$ cat config.mk
export PLATFORM = sky130hd
export DESIGN_NAME = heartbeat_rate_detector_top
export DESIGN_NICKNAME = d
export VERILOG_FILES = /design/src/rtl/hrd_pkg.sv /design/src/rtl/hrd_ram.sv /design/src/rtl/hrd_queue.sv /design/src/rtl/hrd_front.sv /design/src/rtl/hrd_back.sv /design/src/rtl/heartbeat_rate_detector_top.sv
export SDC_FILE = /design/constraint.sdc
export NUM_CORES = 2
export LEC_CHECK = 0
export BUFFER_PORTS_ARGS = -buffer_cell sky130_fd_sc_hd__buf_2
export CAP_MARGIN = 30
export CORE_UTILIZATION = 56
export CTS_BUF_LIST = sky130_fd_sc_hd__clkbuf_8
export CTS_CLUSTER_SIZE = 20
export DETAILED_ROUTE_END_ITERATION = 12
export PLACE_DENSITY_LB_ADDON = 0.3
export RECOVER_POWER = 25
export SYNTH_ARGS = -nofsm -noshare
export SYNTH_HDL_FRONTEND = slang
export SYNTH_HIERARCHICAL = 1
export SYNTH_SLANG_ARGS = --single-unit
export TNS_END_PERCENT = 30
$ cat constraint.sdc
create_clock -name clock -period 6.7 [get_ports clock]
set_clock_uncertainty 0.05 [all_clocks]
set_input_delay 0.335 -clock clock [delete_from_list [all_inputs] [get_ports clock]]
set_output_delay 0.335 -clock clock [all_outputs]
set_load 0.02 [all_outputs]
$ cat src/rtl/hrd_pkg.sv
// heartbeat rate detector: shared constants, state codes and beat types
// no dependencies; used by every module of the block but hrd_ram
`default_nettype none

package hrd_pkg;

   localparam int WINDOW_DEPTH   = 128;
   localparam int INTERVAL_COUNT = 4;
   localparam int SAMPLE_BITS    = 16;

   localparam int INPUT_BITS    = 16;
   localparam int INTERVAL_BITS = 16;
   localparam int SPM_BITS      = 16;
   localparam int FRAC_BITS     = 8;
   localparam int BPM_BITS      = 10;
   localparam int BPM_MAX       = 999;

   localparam int WIN_AW       = (WINDOW_DEPTH > 1) ? $clog2(WINDOW_DEPTH) : 1;
   localparam int FILL_BITS    = $clog2(WINDOW_DEPTH + 1);
   localparam int RING_AW      = (INTERVAL_COUNT > 1) ? $clog2(INTERVAL_COUNT) : 1;
   localparam int SUM_BITS     = INTERVAL_BITS + $clog2(INTERVAL_COUNT);
   localparam int NUM_BITS     = SPM_BITS + $clog2(INTERVAL_COUNT);
   localparam int DIV_CNT_BITS = $clog2(NUM_BITS + 1);
   localparam int PROD_BITS    = SAMPLE_BITS + FRAC_BITS;

   localparam int QUEUE_DEPTH = 2;
   localparam int QUEUE_AW    = (QUEUE_DEPTH > 1) ? $clog2(QUEUE_DEPTH) : 1;
   localparam int QUEUE_CNT_BITS = $clog2(QUEUE_DEPTH + 1);

   localparam int CSR_INDEX_BITS = 2;
   localparam int CSR_DATA_BITS  = 16;
   localparam logic [CSR_INDEX_BITS-1:0] CSR_SAMPLES_PER_MINUTE = 2'd0;
   localparam logic [CSR_INDEX_BITS-1:0] CSR_UPPER_FRACTION     = 2'd1;
   localparam logic [CSR_INDEX_BITS-1:0] CSR_LOWER_FRACTION     = 2'd2;

   localparam logic [SPM_BITS-1:0]  SPM_RESET   = 16'd1920;
   localparam logic [FRAC_BITS-1:0] UPPER_RESET = 8'd154;
   localparam logic [FRAC_BITS-1:0] LOWER_RESET = 8'd102;

   localparam logic [1:0] FRONT_IDLE = 2'd0;
   localparam logic [1:0] FRONT_SCAN = 2'd1;
   localparam logic [1:0] FRONT_PUSH = 2'd2;

   localparam logic [2:0] BACK_IDLE   = 3'd0;
   localparam logic [2:0] BACK_MUL    = 3'd1;
   localparam logic [2:0] BACK_DECIDE = 3'd2;
   localparam logic [2:0] BACK_DIV    = 3'd3;
   localparam logic [2:0] BACK_OUT    = 3'd4;

   typedef struct packed {
      logic [SAMPLE_BITS-1:0] sample;
      logic [SAMPLE_BITS-1:0] hi;
      logic [SAMPLE_BITS-1:0] lo;
   } win_item_type;

   typedef struct packed {
      logic [SPM_BITS-1:0]  spm;
      logic [FRAC_BITS-1:0] upper;
      logic [FRAC_BITS-1:0] lower;
   } cfg_type;

   typedef struct packed {
      logic                     beat;
      logic                     on_peak;
      logic [INTERVAL_BITS-1:0] last_interval;
      logic [BPM_BITS-1:0]      bpm;
   } rsp_type;

endpackage

`default_nettype wire

$ cat src/rtl/hrd_ram.sv
// generic single write port ram with registered read
// no dependencies
`default_nettype none

module hrd_ram #(
   parameter int WIDTH = 16,
   parameter int DEPTH = 128
) (
   input  wire logic                                   clock,
   input  wire logic                                   wr_en,
   input  wire logic [((DEPTH > 1) ? $clog2(DEPTH) : 1)-1:0] wr_addr,
   input  wire logic [WIDTH-1:0]                       wr_data,
   input  wire logic [((DEPTH > 1) ? $clog2(DEPTH) : 1)-1:0] rd_addr,
   output logic      [WIDTH-1:0]                       rd_data
);

   logic [WIDTH-1:0] mem_ff [DEPTH];
   logic [WIDTH-1:0] rd_data_ff;

   assign rd_data = rd_data_ff;

   always_ff @(posedge clock) begin
      if (wr_en) begin
         mem_ff[wr_addr] <= wr_data;
      end
      rd_data_ff <= mem_ff[rd_addr];
   end

endmodule

`default_nettype wire

$ cat src/rtl/hrd_queue.sv
// short queue of window results between the front and the back
// depends on hrd_pkg
`default_nettype none

module hrd_queue (
   input  wire logic                 clock,
   input  wire logic                 reset,
   input  wire logic                 push,
   input  wire hrd_pkg::win_item_type push_item,
   output logic                      full,
   input  wire logic                 pop,
   output hrd_pkg::win_item_type     pop_item,
   output logic                      empty
);

   hrd_pkg::win_item_type entry_ff [hrd_pkg::QUEUE_DEPTH];
   logic [hrd_pkg::QUEUE_AW-1:0]       wr_ptr_ff, wr_ptr_in;
   logic [hrd_pkg::QUEUE_AW-1:0]       rd_ptr_ff, rd_ptr_in;
   logic [hrd_pkg::QUEUE_CNT_BITS-1:0] count_ff, count_in;
   logic do_push, do_pop;

   assign full     = (count_ff == hrd_pkg::QUEUE_CNT_BITS'(hrd_pkg::QUEUE_DEPTH));
   assign empty    = (count_ff == '0);
   assign do_push  = push && !full;
   assign do_pop   = pop && !empty;
   assign pop_item = entry_ff[rd_ptr_ff];

   always_comb begin
      wr_ptr_in = wr_ptr_ff;
      rd_ptr_in = rd_ptr_ff;
      count_in  = count_ff;
      if (do_push) begin
         wr_ptr_in = (wr_ptr_ff == hrd_pkg::QUEUE_AW'(hrd_pkg::QUEUE_DEPTH - 1)) ?
                     '0 : wr_ptr_ff + 1'b1;
      end
      if (do_pop) begin
         rd_ptr_in = (rd_ptr_ff == hrd_pkg::QUEUE_AW'(hrd_pkg::QUEUE_DEPTH - 1)) ?
                     '0 : rd_ptr_ff + 1'b1;
      end
      if (do_push && !do_pop) begin
         count_in = count_ff + 1'b1;
      end else if (do_pop && !do_push) begin
         count_in = count_ff - 1'b1;
      end
   end

   always_ff @(posedge clock) begin
      if (reset) begin
         wr_ptr_ff <= '0;
         rd_ptr_ff <= '0;
         count_ff  <= '0;
      end else begin
         wr_ptr_ff <= wr_ptr_in;
         rd_ptr_ff <= rd_ptr_in;
         count_ff  <= count_in;
      end
   end

   always_ff @(posedge clock) begin
      if (do_push) begin
         entry_ff[wr_ptr_ff] <= push_item;
      end
   end

endmodule

`default_nettype wire

$ cat src/rtl/hrd_front.sv
// front end: takes samples, writes the window ring and scans it for max and min
// depends on hrd_pkg and hrd_ram
`default_nettype none

module hrd_front (
   input  wire logic                            clock,
   input  wire logic                            reset,
   input  wire logic                            req_push,
   input  wire logic [hrd_pkg::INPUT_BITS-1:0]  req_sample,
   output logic                                 req_full,
   output logic                                 q_push,
   output hrd_pkg::win_item_type                q_item,
   input  wire logic                            q_full
);

   localparam logic [hrd_pkg::WIN_AW-1:0] LAST_IDX = hrd_pkg::WIN_AW'(hrd_pkg::WINDOW_DEPTH - 1);

   logic [1:0]                         state_ff, state_in;
   logic [hrd_pkg::WIN_AW-1:0]         wr_idx_ff, wr_idx_in;
   logic [hrd_pkg::FILL_BITS-1:0]      fill_ff, fill_in;
   logic [hrd_pkg::WIN_AW-1:0]         issue_idx_ff, issue_idx_in;
   logic                               issuing_ff, issuing_in;
   logic                               rd_valid_ff;
   logic [hrd_pkg::WIN_AW-1:0]         rd_idx_ff;
   logic [hrd_pkg::SAMPLE_BITS-1:0]    sample_ff, sample_in;
   logic [hrd_pkg::SAMPLE_BITS-1:0]    hi_ff, hi_in, lo_ff, lo_in;
   logic [hrd_pkg::SAMPLE_BITS-1:0]    rd_data, entry_val;
   logic                               ram_we;

   hrd_ram #(
      .WIDTH (hrd_pkg::SAMPLE_BITS),
      .DEPTH (hrd_pkg::WINDOW_DEPTH)
   ) u_window (
      .clock   (clock),
      .wr_en   (ram_we),
      .wr_addr (wr_idx_ff),
      .wr_data (req_sample[hrd_pkg::SAMPLE_BITS-1:0]),
      .rd_addr (issue_idx_ff),
      .rd_data (rd_data)
   );

   // entries past the fill count are read as zero, whatever the ram holds there
   assign entry_val = (hrd_pkg::FILL_BITS'(rd_idx_ff) < fill_ff) ? rd_data : '0;

   assign req_full      = (state_ff != hrd_pkg::FRONT_IDLE);
   assign q_item.sample = sample_ff;
   assign q_item.hi     = hi_ff;
   assign q_item.lo     = lo_ff;

   always_comb begin
      state_in     = state_ff;
      wr_idx_in    = wr_idx_ff;
      fill_in      = fill_ff;
      issue_idx_in = issue_idx_ff;
      issuing_in   = issuing_ff;
      sample_in    = sample_ff;
      hi_in        = hi_ff;
      lo_in        = lo_ff;
      ram_we       = 1'b0;
      q_push       = 1'b0;

      if (rd_valid_ff) begin
         if (rd_idx_ff == '0) begin
            hi_in = entry_val;
            lo_in = entry_val;
         end else begin
            if (entry_val > hi_ff) begin
               hi_in = entry_val;
            end
            if (entry_val < lo_ff) begin
               lo_in = entry_val;
            end
         end
      end

      case (state_ff)
         hrd_pkg::FRONT_IDLE: begin
            if (req_push) begin
               ram_we       = 1'b1;
               sample_in    = req_sample[hrd_pkg::SAMPLE_BITS-1:0];
               wr_idx_in    = (wr_idx_ff == LAST_IDX) ? '0 : wr_idx_ff + 1'b1;
               if (fill_ff != hrd_pkg::FILL_BITS'(hrd_pkg::WINDOW_DEPTH)) begin
                  fill_in = fill_ff + 1'b1;
               end
               issue_idx_in = '0;
               issuing_in   = 1'b1;
               state_in     = hrd_pkg::FRONT_SCAN;
            end
         end
         hrd_pkg::FRONT_SCAN: begin
            if (issuing_ff) begin
               if (issue_idx_ff == LAST_IDX) begin
                  issuing_in = 1'b0;
               end else begin
                  issue_idx_in = issue_idx_ff + 1'b1;
               end
            end
            if (rd_valid_ff && rd_idx_ff == LAST_IDX) begin
               state_in = hrd_pkg::FRONT_PUSH;
            end
         end
         hrd_pkg::FRONT_PUSH: begin
            if (!q_full) begin
               q_push   = 1'b1;
               state_in = hrd_pkg::FRONT_IDLE;
            end
         end
         default: begin
            state_in = hrd_pkg::FRONT_IDLE;
         end
      endcase
   end

   always_ff @(posedge clock) begin
      if (reset) begin
         state_ff    <= hrd_pkg::FRONT_IDLE;
         wr_idx_ff   <= '0;
         fill_ff     <= '0;
         issuing_ff  <= 1'b0;
         rd_valid_ff <= 1'b0;
      end else begin
         state_ff    <= state_in;
         wr_idx_ff   <= wr_idx_in;
         fill_ff     <= fill_in;
         issuing_ff  <= issuing_in;
         rd_valid_ff <= issuing_ff;
      end
   end

   always_ff @(posedge clock) begin
      issue_idx_ff <= issue_idx_in;
      rd_idx_ff    <= issue_idx_ff;
      sample_ff    <= sample_in;
      hi_ff        <= hi_in;
      lo_ff        <= lo_in;
   end

endmodule

`default_nettype wire

$ cat src/rtl/hrd_back.sv
// back end: thresholds, hysteresis, interval ring, serial rate divide, result register
// depends on hrd_pkg
`default_nettype none

module hrd_back (
   input  wire logic                  clock,
   input  wire logic                  reset,
   input  wire hrd_pkg::cfg_type      cfg,
   input  wire hrd_pkg::win_item_type q_item,
   input  wire logic                  q_empty,
   output logic                       q_pop,
   output logic                       rsp_valid,
   output hrd_pkg::rsp_type           rsp,
   input  wire logic                  rsp_pop
);

   localparam int SB = hrd_pkg::SAMPLE_BITS;
   localparam int IB = hrd_pkg::INTERVAL_BITS;

   logic [2:0]                           state_ff, state_in;
   logic [SB-1:0]                        sample_ff, sample_in;
   logic [SB-1:0]                        lo_ff, lo_in;
   logic [SB-1:0]                        range_ff, range_in;
   logic [hrd_pkg::PROD_BITS-1:0]        up_prod_ff, up_prod_in;
   logic [hrd_pkg::PROD_BITS-1:0]        low_prod_ff, low_prod_in;
   logic                                 peak_ff, peak_in;
   logic                                 beat_ff, beat_in;
   logic [IB-1:0]                        count_ff, count_in;
   logic [IB-1:0]                        ring_ff [hrd_pkg::INTERVAL_COUNT];
   logic [hrd_pkg::RING_AW-1:0]          ring_idx_ff, ring_idx_in;
   logic [hrd_pkg::SUM_BITS-1:0]         sum_ff, sum_in;
   logic [IB-1:0]                        last_ff, last_in;
   logic [hrd_pkg::SUM_BITS-1:0]         rem_ff, rem_in;
   logic [hrd_pkg::NUM_BITS-1:0]         num_ff, num_in;
   logic [hrd_pkg::DIV_CNT_BITS-1:0]     div_cnt_ff, div_cnt_in;
   logic                                 rsp_valid_ff, rsp_valid_in;
   hrd_pkg::rsp_type                     rsp_ff, rsp_in;

   logic [SB-1:0]                        upper_thr, lower_thr;
   logic [IB-1:0]                        count_inc;
   logic                                 ring_we;
   logic [hrd_pkg::SUM_BITS:0]           trial, diff;
   logic                                 qbit;
   logic [hrd_pkg::BPM_BITS-1:0]         bpm;

   assign rsp_valid = rsp_valid_ff;
   assign rsp       = rsp_ff;
   assign q_pop     = (state_ff == hrd_pkg::BACK_IDLE) && !q_empty;

   assign upper_thr = lo_ff + up_prod_ff[hrd_pkg::PROD_BITS-1:hrd_pkg::FRAC_BITS];
   assign lower_thr = lo_ff + low_prod_ff[hrd_pkg::PROD_BITS-1:hrd_pkg::FRAC_BITS];
   assign count_inc = (count_ff == '1) ? count_ff : count_ff + 1'b1;

   assign trial = {rem_ff, num_ff[hrd_pkg::NUM_BITS-1]};
   assign diff  = trial - {1'b0, sum_ff};
   assign qbit  = (trial >= {1'b0, sum_ff});

   always_comb begin
      if (sum_ff == '0) begin
         bpm = '0;
      end else if (num_ff > hrd_pkg::NUM_BITS'(hrd_pkg::BPM_MAX)) begin
         bpm = hrd_pkg::BPM_BITS'(hrd_pkg::BPM_MAX);
      end else begin
         bpm = num_ff[hrd_pkg::BPM_BITS-1:0];
      end
   end

   always_comb begin
      state_in     = state_ff;
      sample_in    = sample_ff;
      lo_in        = lo_ff;
      range_in     = range_ff;
      up_prod_in   = up_prod_ff;
      low_prod_in  = low_prod_ff;
      peak_in      = peak_ff;
      beat_in      = beat_ff;
      count_in     = count_ff;
      ring_idx_in  = ring_idx_ff;
      sum_in       = sum_ff;
      last_in      = last_ff;
      rem_in       = rem_ff;
      num_in       = num_ff;
      div_cnt_in   = div_cnt_ff;
      ring_we      = 1'b0;
      rsp_valid_in = rsp_valid_ff && !rsp_pop;
      rsp_in       = rsp_ff;

      case (state_ff)
         hrd_pkg::BACK_IDLE: begin
            if (!q_empty) begin
               sample_in = q_item.sample;
               lo_in     = q_item.lo;
               range_in  = q_item.hi - q_item.lo;
               state_in  = hrd_pkg::BACK_MUL;
            end
         end
         hrd_pkg::BACK_MUL: begin
            up_prod_in  = hrd_pkg::PROD_BITS'(range_ff) * hrd_pkg::PROD_BITS'(cfg.upper);
            low_prod_in = hrd_pkg::PROD_BITS'(range_ff) * hrd_pkg::PROD_BITS'(cfg.lower);
            state_in    = hrd_pkg::BACK_DECIDE;
         end
         hrd_pkg::BACK_DECIDE: begin
            beat_in  = 1'b0;
            count_in = count_inc;
            if (peak_ff && sample_ff < lower_thr) begin
               peak_in = 1'b0;
            end else if (!peak_ff && sample_ff > upper_thr) begin
               peak_in     = 1'b1;
               beat_in     = 1'b1;
               ring_we     = 1'b1;
               count_in    = '0;
               last_in     = count_inc;
               sum_in      = sum_ff - hrd_pkg::SUM_BITS'(ring_ff[ring_idx_ff])
                             + hrd_pkg::SUM_BITS'(count_inc);
               ring_idx_in = (ring_idx_ff == hrd_pkg::RING_AW'(hrd_pkg::INTERVAL_COUNT - 1)) ?
                             '0 : ring_idx_ff + 1'b1;
            end
            num_in     = hrd_pkg::NUM_BITS'(hrd_pkg::INTERVAL_COUNT)
                         * hrd_pkg::NUM_BITS'(cfg.spm);
            rem_in     = '0;
            div_cnt_in = hrd_pkg::DIV_CNT_BITS'(hrd_pkg::NUM_BITS);
            state_in   = hrd_pkg::BACK_DIV;
         end
         hrd_pkg::BACK_DIV: begin
            // restoring divide, one quotient bit a cycle shifted into num
            rem_in     = qbit ? diff[hrd_pkg::SUM_BITS-1:0] : trial[hrd_pkg::SUM_BITS-1:0];
            num_in     = {num_ff[hrd_pkg::NUM_BITS-2:0], qbit};
            div_cnt_in = div_cnt_ff - 1'b1;
            if (div_cnt_ff == hrd_pkg::DIV_CNT_BITS'(1)) begin
               state_in = hrd_pkg::BACK_OUT;
            end
         end
         hrd_pkg::BACK_OUT: begin
            if (!rsp_valid_ff || rsp_pop) begin
               rsp_valid_in         = 1'b1;
               rsp_in.beat          = beat_ff;
               rsp_in.on_peak       = peak_ff;
               rsp_in.last_interval = last_ff;
               rsp_in.bpm           = bpm;
               state_in             = hrd_pkg::BACK_IDLE;
            end
         end
         default: begin
            state_in = hrd_pkg::BACK_IDLE;
         end
      endcase
   end

   always_ff @(posedge clock) begin
      if (reset) begin
         state_ff     <= hrd_pkg::BACK_IDLE;
         peak_ff      <= 1'b0;
         count_ff     <= '0;
         ring_idx_ff  <= '0;
         sum_ff       <= '0;
         last_ff      <= '0;
         rsp_valid_ff <= 1'b0;
         for (int i = 0; i < hrd_pkg::INTERVAL_COUNT; i++) begin
            ring_ff[i] <= '0;
         end
      end else begin
         state_ff     <= state_in;
         peak_ff      <= peak_in;
         count_ff     <= count_in;
         ring_idx_ff  <= ring_idx_in;
         sum_ff       <= sum_in;
         last_ff      <= last_in;
         rsp_valid_ff <= rsp_valid_in;
         if (ring_we) begin
            ring_ff[ring_idx_ff] <= count_inc;
         end
      end
   end

   always_ff @(posedge clock) begin
      sample_ff   <= sample_in;
      lo_ff       <= lo_in;
      range_ff    <= range_in;
      up_prod_ff  <= up_prod_in;
      low_prod_ff <= low_prod_in;
      beat_ff     <= beat_in;
      rem_ff      <= rem_in;
      num_ff      <= num_in;
      div_cnt_ff  <= div_cnt_in;
      rsp_ff      <= rsp_in;
   end

endmodule

`default_nettype wire

$ cat src/rtl/heartbeat_rate_detector_top.sv
// heartbeat rate detector top level: config registers, front, queue and back
// depends on hrd_pkg, hrd_front, hrd_queue and hrd_back
//
//   channel  direction  handshake               payload
//   req      in         req_push / req_full     req_sample
//   rsp      out        rsp_pop / rsp_empty     beat, on_peak, last_interval, bpm
//   csr      in         csr_write_enable        csr_index, csr_write_data
//
// the front takes no new sample until it has done one write, then a read of every
// window entry through the single ram read port, and has pushed its result to the queue
// the back works on one window result at a time through idle, mul, decide, div and out, mostly the bit-serial divide
// no clearing pass after reset: a fill count makes unwritten window entries read as zero
// a two-beat queue and the result register let either side stall on its own
`default_nettype none

module heartbeat_rate_detector_top (
   input  wire logic                                clock,
   input  wire logic                                reset,
   input  wire logic                                req_push,
   output logic                                     req_full,
   input  wire logic [hrd_pkg::INPUT_BITS-1:0]      req_sample,
   output logic                                     rsp_empty,
   input  wire logic                                rsp_pop,
   output logic                                     rsp_beat_detected,
   output logic                                     rsp_on_peak,
   output logic      [hrd_pkg::INTERVAL_BITS-1:0]   rsp_last_interval,
   output logic      [hrd_pkg::BPM_BITS-1:0]        rsp_beats_per_minute,
   input  wire logic                                csr_write_enable,
   input  wire logic [hrd_pkg::CSR_INDEX_BITS-1:0]  csr_index,
   input  wire logic [hrd_pkg::CSR_DATA_BITS-1:0]   csr_write_data
);

   hrd_pkg::cfg_type      cfg_ff, cfg_in;
   hrd_pkg::win_item_type front_item, back_item;
   hrd_pkg::rsp_type      rsp;
   logic                  q_push, q_full, q_pop, q_empty, rsp_valid;

   always_comb begin
      cfg_in = cfg_ff;
      if (csr_write_enable) begin
         case (csr_index)
            hrd_pkg::CSR_SAMPLES_PER_MINUTE: begin
               cfg_in.spm = csr_write_data[hrd_pkg::SPM_BITS-1:0];
            end
            hrd_pkg::CSR_UPPER_FRACTION: begin
               cfg_in.upper = csr_write_data[hrd_pkg::FRAC_BITS-1:0];
            end
            hrd_pkg::CSR_LOWER_FRACTION: begin
               cfg_in.lower = csr_write_data[hrd_pkg::FRAC_BITS-1:0];
            end
            default: begin
               cfg_in = cfg_ff;
            end
         endcase
      end
   end

   always_ff @(posedge clock) begin
      if (reset) begin
         cfg_ff.spm   <= hrd_pkg::SPM_RESET;
         cfg_ff.upper <= hrd_pkg::UPPER_RESET;
         cfg_ff.lower <= hrd_pkg::LOWER_RESET;
      end else begin
         cfg_ff <= cfg_in;
      end
   end

   hrd_front u_front (
      .clock      (clock),
      .reset      (reset),
      .req_push   (req_push),
      .req_sample (req_sample),
      .req_full   (req_full),
      .q_push     (q_push),
      .q_item     (front_item),
      .q_full     (q_full)
   );

   hrd_queue u_queue (
      .clock     (clock),
      .reset     (reset),
      .push      (q_push),
      .push_item (front_item),
      .full      (q_full),
      .pop       (q_pop),
      .pop_item  (back_item),
      .empty     (q_empty)
   );

   hrd_back u_back (
      .clock     (clock),
      .reset     (reset),
      .cfg       (cfg_ff),
      .q_item    (back_item),
      .q_empty   (q_empty),
      .q_pop     (q_pop),
      .rsp_valid (rsp_valid),
      .rsp       (rsp),
      .rsp_pop   (rsp_pop)
   );

   assign rsp_empty            = !rsp_valid;
   assign rsp_beat_detected    = rsp.beat;
   assign rsp_on_peak          = rsp.on_peak;
   assign rsp_last_interval    = rsp.last_interval;
   assign rsp_beats_per_minute = rsp.bpm;

   a_queue_no_overflow: assert property (@(posedge clock) disable iff (reset)
      !(q_push && q_full))
      else $error("window result pushed into a full queue");

   a_beat_means_on_peak: assert property (@(posedge clock) disable iff (reset)
      !rsp_empty |-> (!rsp_beat_detected || rsp_on_peak))
      else $error("beat reported while off peak");

   a_bpm_saturated: assert property (@(posedge clock) disable iff (reset)
      !rsp_empty |-> (rsp_beats_per_minute <= hrd_pkg::BPM_BITS'(hrd_pkg::BPM_MAX)))
      else $error("rate above saturation limit");

   a_front_busy_after_accept: assert property (@(posedge clock) disable iff (reset)
      (req_push && !req_full) |=> req_full)
      else $error("front ready again straight after a sample beat");

endmodule

`default_nettype wire

==> impl_metrics.toml <==
[cts]
cts_tree = "built"
htree_num_levels = 5
cts_sinks = 2551
clk_latency_ps = 1090
cts-root-buf = "clkbuf_8"
cts_buffer_depth = 4
numCtsBuffers = 413
postCtsSetupBuffers = 0
clkTransAtPathRegs_ps = 60

[critical_path]
crit_family = "adder cells"
r2r_start = "cfg_ff[7]"
start_kind = "register"
reg2reg_depth = 18
rrSetupSlack_ps = 800
cp_max_fo = 17
crit_arrival_ps = 6630
rr_endpoint = "u_back/low_prod_ff[23]"
worst_ep_required_time_ps = 7420
path_common_cell = "fa_1"
path_buf_inv = 3
endpoint_kind = "register"
path_cells = "nand2_1 -> fa_1 -> fa_1 -> inv_1 -> fa_1 -> inv_1 -> fa_1 -> inv_1 -> ha_1 -> or2_1 -> a211o_1 -> o21ai_1 -> o22ai_1 -> a31oi_1 -> o21ai_1 -> o21a_1 -> a41o_1 -> xnor2_1"
max_stage_delay_ps = 650
critical_path_class = "reg2reg"
critPathSlowestCell = "dfxtp_1"

[sta]
report.final.slew_viol_count = 1147
setup_viol = 0
hold_viol = 0
slew_headroom = -1.48
post-route-period-util = 0.881
tns_ps = 0
holdWs_ps = 144
fmaxAchievable_ghz = 0.169
grt_setup_unrepaired = "false"
post-route-min-period_ps = 5900
worst_pin_slew_ps = 3720

[synth]
synth-compound-area-share = 0.0208
synth_xor_area_frac = 0.00991
yosysMostFrequentCell = "edfxtp_1"
mappedNetlistNets = 6468
post_synth_and_or_nand_nor_area_fraction = 0.0494
ys_seq_area_frac = 0.684
ys_seq_elements = 2551
ys.flop_type = "edfxtp_1"
synth_top_family_by_area = "multiplexers"
synthAdderAreaFrac = 0.0613
synth.area.top_cells = "edfxtp_1, mux4_2, fa_1, ha_1, dfxtp_1"
synth_cell_types = 83
synth-edff-count = 2413
yosys.area.top_type = "edfxtp_1"
synthMuxAreaShare = 0.152
netlist_instances = 6002
syn_area_per_cell_um2 = 18.3
synth_area_mm2 = 0.110
ys_warn_count = 6
yosysTopAreaCellShare = 0.659
synth_commonest_cells = "edfxtp_1, mux4_2, nor2_1"
ys_async_sr_fraction = 0

[worst_hold_path]
min_path_cells = 5
hold_class = "in2reg"
min_from = "req_push"
hold_path_end = "u_front/wr_idx_ff[0]"

[routing]
vias = 56700
first_iter_violations = 5705
routed_wl_um = 242000
drtAntennaViolNets = 0
wire_per_inst_um = 25.6
detail_route.vias_per_cell = 6.00
drt_pass1_iterations = 5
drc = 0

[pwr]
power.leakage_nw = 41.9
cellPowerDensity_mw_per_mm2 = 322
fin_total_pwr_mw = 39.6
vdd_drop_max_uv = 201

[finish]
syn_to_final_growth_pct = 11.6
fin_cells = 9438
fin_nets = 6975
drive_gt1_frac = 0.233
final_area_mm2 = 0.123

[run_status]
status = "complete, but fails checks"
violations = "capacitance limit, slew limit"

[placed_design]
numPortBuffers = 68
dp_cells = 8642
dpl_cell_area_mm2 = 0.115
dp_hpwl_um = 149000
gp_congestion = 0.867

[grt]
antenna_found_initial = 21
gr-total-overflow = 0
grt_use_total = 0.246
grt_max_degree = 160
grt_pass1_vias = 57400
grt_pass1_wl_um = 361000

[die]
rows = 162
core_area_mm2 = 0.195
start_util = 0.564
die-area_mm2 = 0.198
die_x_um = 445
die_y_um = 445
pin_count = 69

[flow_run]
maxCapViolCount = 19
## kinds of logic after synthesis
logic type / Yosys count
and+or+nand+nor: 1133
buffers and inverters: 621
xor gates and xnor gates: 121
muxes: 802
adders and majority gates: 427
DFF: 2551
AOI/OAI and AO/OA: 347
## timing repair
action	4_1_cts	5_1_grt
hold buffers	71	0
resized for setup	0	0
hold endpoints to repair	887	0
## registers in the layout, indices dropped and copies added (netlist names), 8 cells and up, named ones only
| name | count |
|---|---|
| cfg_ff | 32 |
| u_back/count_ff | 16 |
| u_back/last_ff | 16 |
| u_back/lo_ff | 16 |
| u_back/low_prod_ff | 16 |
| u_back/num_ff | 18 |
| u_back/range_ff | 16 |
| u_back/rem_ff | 18 |
| u_back/ring_ff | 64 |
| u_back/rsp | 28 |
| u_back/sample_ff | 16 |
| u_back/sum_ff | 18 |
| u_back/up_prod_ff | 16 |
| u_front/fill_ff | 8 |
| u_front/hi_ff | 16 |
| u_front/lo_ff | 16 |
| u_front/sample_ff | 16 |
| u_front/u_window/mem_ff | 2048 |
| u_front/u_window/rd_data | 16 |
| u_queue/entry_ff | 96 |
## per-stage QoR
stage | util | setup slack [ps]
2_1_floorplan | - | 1480
3_3_place_gp | 0.586 | 863
3_5_place_dp | 0.587 | 798
4_1_cts | 0.629 | 804
5_1_grt | 0.629 | 464
6_report | 0.629 | 798
## routing by layer
metal | part of all wire | global-route usage | wire [um] | vias to the layer above
met1 | 0.41 | 0.350 | 97800 | 29400
met5 | 0.00022 | 0 | 53 | -
met2 | 0.48 | 0.389 | 117000 | 2426
li1 | - | - | - | 24400
met3 | 0.088 | 0.0528 | 21200 | 385
met4 | 0.025 | 0.0704 | 5960 | 8
## worst register-to-register path, cell delays in order (launching register included)
cell	delay [ps]
dfxtp_1	650
nand2_1	160
fa_1	540
fa_1	550
inv_1	60
fa_1	530
inv_1	50
fa_1	550
inv_1	50
ha_1	200
or2_1	260
a211o_1	300
o21ai_1	160
o22ai_1	160
a31oi_1	510
o21ai_1	230
o21a_1	260
a41o_1	260
xnor2_1	130
## cell type report
| cell class | instances | area, um^2 |
|---|---|---|
| tap | 2624 | 3280 |
| clock buffer | 433 | 5960 |
| fill | 13500 | 72300 |
| clock inverter | 283 | 1540 |
| antenna | 4 | 10.0 |
| sequential | 2551 | 75200 |
| timing repair buffer | 348 | 2890 |
| multi-input combinational | 2830 | 32400 |
| inverter | 365 | 1380 |
## placed cells by master (no fill, tap or decap), types with 24 or more instances in the layout
master         Yosys  layout
dlygate4sd3_1      0      71
edfxtp_1        2413    2413
buf_2             68      51
buf_4              5     174
nand4_1           24      24
nand2b_1          54      54
a21o_1            37      37
ha_1             241     241
mux4_2           688     688
nand3_1           46      46
clkbuf_8           0     433
xor2_1            39      39
o21ai_0           49      49
clkinv_1           0      90
fa_1             186     186
inv_1            363     480
clkbuf_1         146      26
a21oi_1          105     105
and2_1           179     178
dfxtp_1          138     137
clkinv_2           0      49
a211oi_1          24      24
nor2_2            12      31
nor2_1           387     367
xnor2_1           78      78
nor3_1            52      43
mux2_2            65      65
nor2b_1           28      28
mux2i_1           49      49
nand2_1          262     262
## worst max-delay path by stage
stage	from	end	depth (start not counted)
floorplan	u_back/range_ff[3]	u_back/low_prod_ff[23]	20
global placement	cfg_ff[7]	u_back/low_prod_ff[23]	18
detailed placement	cfg_ff[7]	u_back/low_prod_ff[23]	18
CTS	cfg_ff[7]	u_back/low_prod_ff[23]	18
global route	u_back/lo_ff[1]	u_back/ring_ff[1][6]	19
finish	cfg_ff[7]	u_back/low_prod_ff[23]	18
## report_power, final
part           total (mW)  leakage (nW)  switching [mW]  internal [mW]
Sequential           18.4          23.0           0.314           18.1
Clock                12.4          4.30            5.94           6.45
Combinational        8.73          14.7            5.03           3.70
Total                39.6          41.9            11.3           28.3
Power figures use the tool's default switching activity.
